**src/hdl/pzpc_vertex_ram.sv**
```systemverilog
`timescale 1ns / 1ps
module pzpc_vertex_ram #(
    parameter int Depth = 32,
    parameter int Width = 63
) (
    input  logic                     i_clk,
    input  logic                     i_we,
    input  logic [$clog2(Depth)-1:0] i_waddr,
    input  logic [Width-1:0]         i_wdata,
    input  logic [$clog2(Depth)-1:0] i_raddr_a,
    input  logic [$clog2(Depth)-1:0] i_raddr_b,
    output logic [Width-1:0]         o_rdata_a,
    output logic [Width-1:0]         o_rdata_b
);
    logic [Width-1:0] r_mem [Depth];

    always_ff @(posedge i_clk) begin
        if (i_we) begin
            r_mem[i_waddr] <= i_wdata;
        end
        o_rdata_a <= r_mem[i_raddr_a];
        o_rdata_b <= r_mem[i_raddr_b];
    end
endmodule

```
**config.mk**
```make
export PLATFORM = sky130hd
export DESIGN_NAME = pzpc_vertex_ram
export DESIGN_NICKNAME = d
export VERILOG_FILES = /design/src/hdl/pzpc_vertex_ram.sv
export SDC_FILE = /design/constraint.sdc
export NUM_CORES = 2
export LEC_CHECK = 0
export BUFFER_PORTS_ARGS = -buffer_cell sky130_fd_sc_hd__buf_2
export CAP_MARGIN = 20
export CORE_MARGIN = 8
export CORE_UTILIZATION = 25
export DETAILED_ROUTE_END_ITERATION = 16
export SYNTH_ARGS = -nofsm -noshare
export SYNTH_HDL_FRONTEND = slang
export SYNTH_SLANG_ARGS = --single-unit
```
**constraint.sdc**
```tcl
create_clock -name i_clk -period 7.8 [get_ports i_clk]
set_input_delay 2.34 -clock i_clk [delete_from_list [all_inputs] [get_ports i_clk]]
set_output_delay 2.34 -clock i_clk [all_outputs]
set_load 0.1 [all_outputs]
```
### Yosys cells after proc, flatten, opt, wreduce, memory -nomap -nowiden

Memory sizes are Yosys's and may differ from the RTL's. A register that Yosys moved wholly into a read port is not among the register bits.
Index checks and enable logic that the tools add are counted.
W data, S select, Z words.

| storage, ports and cells | value |
|---|---|
| memories kept | 1 |
| register bits after elaboration | 0 |
| input bits | 80 |
| bits in writable memories | 2,016 |
| output and inout bits | 126 |

| cells by class | value |
|---|---|
| mux-type cells | 2 |

Memories:

| name | words | bits a word | rd ports | clocked after memory_dff | wr ports | line | RTL |
|---|---|---|---|---|---|---|---|
| r_mem | 32 | 63 | 2 | 2 | 1 | 15 | `logic [Width-1:0] r_mem [Depth];` |

Operator list:

| operator | count |
|---|---|
| $mux W1 | 2 |

### Logic depth before layout (Yosys ltp)

| logic depth | value |
|---|---|
| word-level depth | 2 |
| mapped depth | 8 |
| gate-level depth less buffers | 4 |

### Worst setup path after synthesis

OpenSTA, ideal clock, no wires.

| path | value |
|---|---|
| kind | input-to-reg |
| from | input i_waddr[1] |
| to | memory r_mem[12][0] (enable) |
| data arrival time | 5.634 ns |
| slack | 1.681 ns |
| cell stages on the path | 3 |
| data required time | 7.316 ns |
| path through | or3b_2 > clkbuf_1 > nor2_1 |

RTL lines:

| what | line | RTL |
|---|---|---|
| start, declared | 8 | `input logic [$clog2(Depth)-1:0] i_waddr,` |
| end, declared | 15 |  |

Straight into the memory's write port.

==> impl_metrics.csv <==
group,metric,value,unit
yosys,yosysMostFrequentCell,"edfxtp_1",
placement,dp.cells,10241,
clock_network,cts_resized,0,
floorplanning,die_h,634,µm
grt,grt_pass1_wl,469,mm
worst_setup_path,slowest_stage,"buf_12",
clock_network,clock-sinks,2142,
worst_setup_path,critical_path.top_delay_family,"buffers and inverters",
timing,grt_setup_unrepaired,"false",
clock_network,h-tree-depth,4,
worst_setup_path,path_max_fanout,79,
power,powerDensity,242,nW/µm²
yosys,syn_area,95500,µm²
grt,grt_max_degree,152,
yosys,synthDominantCellAreaShare,63.4,%
clock_network,clock_path_buffers,4,
drt,drcViolationCount,0,
layout,final_layout_size_suffix_gt1_share,22.9,%
yosys,synth_common_cells,"edfxtp_1 (2016), mux2i_1 (848), mux4_2 (523)",
yosys,ys.flop_type,"edfxtp_1",
job,drv_cap,0,
timing,finalSetupViolations,0,
floorplanning,rows,227,
yosys,yosys_warnings,0,
floorplanning,die_area,402000,µm²
clock_network,clock_latency,0.91,ns
timing,clock.fmax,221,MHz
timing,finClkSkew,0.0613,ns
worst_setup_path,critical_path_buf_inv_count,3,
timing,drv_slew,0,
drt,avgViaCountPerCell,5.46,
floorplanning,ioPinCount,206,
drt,ant_nets,0,
worst_setup_path,path_cells,"buf_8 > buf_12 > buf_4 > mux4_2 > a22o_1 > a31oi_1 > nand3_1",
yosys,synth.distinct_cells,49,
drt,dr.pass1.iters,5,
clock_network,cts_tree,"done",
layout,final_cells,10668,
worst_setup_path,crit_required,8.57,ns
timing,final.min_clock_period,4.51,ns
worst_setup_path,max_stage_delay,0.56,ns
yosys,netlist_top_cells_area,"edfxtp_1 (63%), mux4_2 (12%), mux2i_1 (8.9%)",
grt,grt_overflow_total,0,
power,vdd_drop_max,0.209,mV
worst_setup_path,worstSetupStartpointType,"input pin",
yosys,ys_ff_latch,2142,
floorplanning,coreArea,381000,µm²
placement,port_buffers,205,
layout,nNetsFinal,5508,
power,total_power,26.6,mW
timing,hold_viol_final,0,
layout,syn2layout_area_growth,15.2,%
worst_setup_path,critPathArrivalTime,5.28,ns
timing,worst_slew_margin_rel,17.5,%
yosys,synth-seq-area-share,66.0,%
timing,setup-tns-final,0,ns
yosys,async_flop_share,0,%
grt,grt_pass1_vias,58616,
clock_network,numCtsBuffers,223,
drt,vias,58203,
drt,route.detailed.wl_per_inst,32.2,µm
drt,routed_wl,343,mm
yosys,yosysTopAreaCell,"edfxtp_1",
floorplanning,initial_core_util,25.0,%
clock_network,post_cts_buffers,0,
run_status,outcome,"finished clean",
placement,dp_hpwl,185,mm
worst_setup_path,cp-end-kind,"flip-flop",
yosys,synth.avg_cell_area,18.1,µm²
grt,antenna_found_initial,78,
timing,tightest_slew,1.24,ns
yosys,synth_edf_count,2016,
clock_network,cts_root_buf,"clkbuf_16",
drt,first_iter_violations,7873,
placement,place.gp.congestion,0.807,
timing,fin_crit_sh,57.9,%
clock_network,clk_pin_slew,0.06,ns
clock_network,cts-hold-fix-buffers,0,
min_path,holdCritPathClass,"flip-flop to flip-flop",
worst_setup_path,crit_type,"input pin to flip-flop",
floorplanning,die_w,634,µm
power,p_leak,35.9,nW
yosys,syn-instance-count,5266,
yosys,syn-num-nets,5346,
grt,grtUsageTotal,16.3,%
==> kinds of logic after synthesis <==
family | Yosys count | synth area share [%]
compound gates | 759 | 5.62
buf+inv | 407 | 2.50
flops | 2142 | 66.0
mux | 1441 | 23.1
simple gates | 517 | 2.77
==> power by group <==
part / switching [mW] / internal, mW
clock network: 4.68 / 6.29
registers: 0.178 / 12.8
logic: 1.90 / 0.728
total: 6.76 / 19.8
==> cell usage in the layout (no fill, tap or decap), types with 20 or more instances in the layout <==
master,n
a22oi_1,494
mux4_2,523
o22ai_1,76
clkbuf_1,44
dfxtp_1,126
buf_4,88
mux4_1,67
clkinv_2,40
buf_2,199
nand3_1,197
clkbuf_16,224
nor2_4,38
bufinv_16,25
mux2i_1,848
a21oi_1,109
edfxtp_1,2016
a31oi_1,20
buf_12,49
nand4_1,88
nand2_1,98
==> final cells by class <==
type                       count  area [µm²]
clock buffer                 284        5990
clock inverter               126        1460
sequential                  2142       63100
inverter                       3        11.3
tap                         5038        6300
multi-input combinational   2717       30400
antenna                       17        42.5
timing repair buffer         341        2710
fill                       37265      271000
==> tightest hold or removal path, delay by kind of cell (launching register included) <==
family           cells  cell delay, ns
multiplexers         1            0.07
AND/OR/NAND/NOR      3            0.22
flip-flops           1            0.35
==> final timing paths <==
check                     start       endpoint  slack (ns)  depth (start not counted)
hold reg to reg   r_mem[16][62]  o_rdata_a[62]        0.65                          4
hold / removal    r_mem[16][62]  o_rdata_a[62]        0.65                          4
setup / recovery   i_raddr_a[0]  o_rdata_a[13]        3.29                          7
setup reg to reg   r_mem[19][1]   o_rdata_b[1]        5.90                          4
==> sequential cells by signal, indices dropped and copies added (netlist names) <==
register,count
o_rdata_b,63
r_mem,2016
o_rdata_a,63
==> per-layer routing <==
metal	global-route usage (%)	up-vias	part of all wire, %
met5	0	-	0.039
met3	3.78	846	9.6
met1	20.7	30877	39
met2	26.6	3786	47
li1	-	22672	-
met4	7.24	22	4.7
==> through the flow <==
step	hold WS [ns]	util, %	setup slack [ns]	area [µm²]
finish	0.653	28.8	3.29	110000
global route	0.669	28.8	3.16	110000
CTS	0.633	28.8	3.33	110000
detailed placement	0.638	26.9	2.40	103000
global placement	0.622	26.9	2.36	102000
floorplan	0.582	-	1.68	95500
Note: power is estimated with default switching activity, not from simulation.
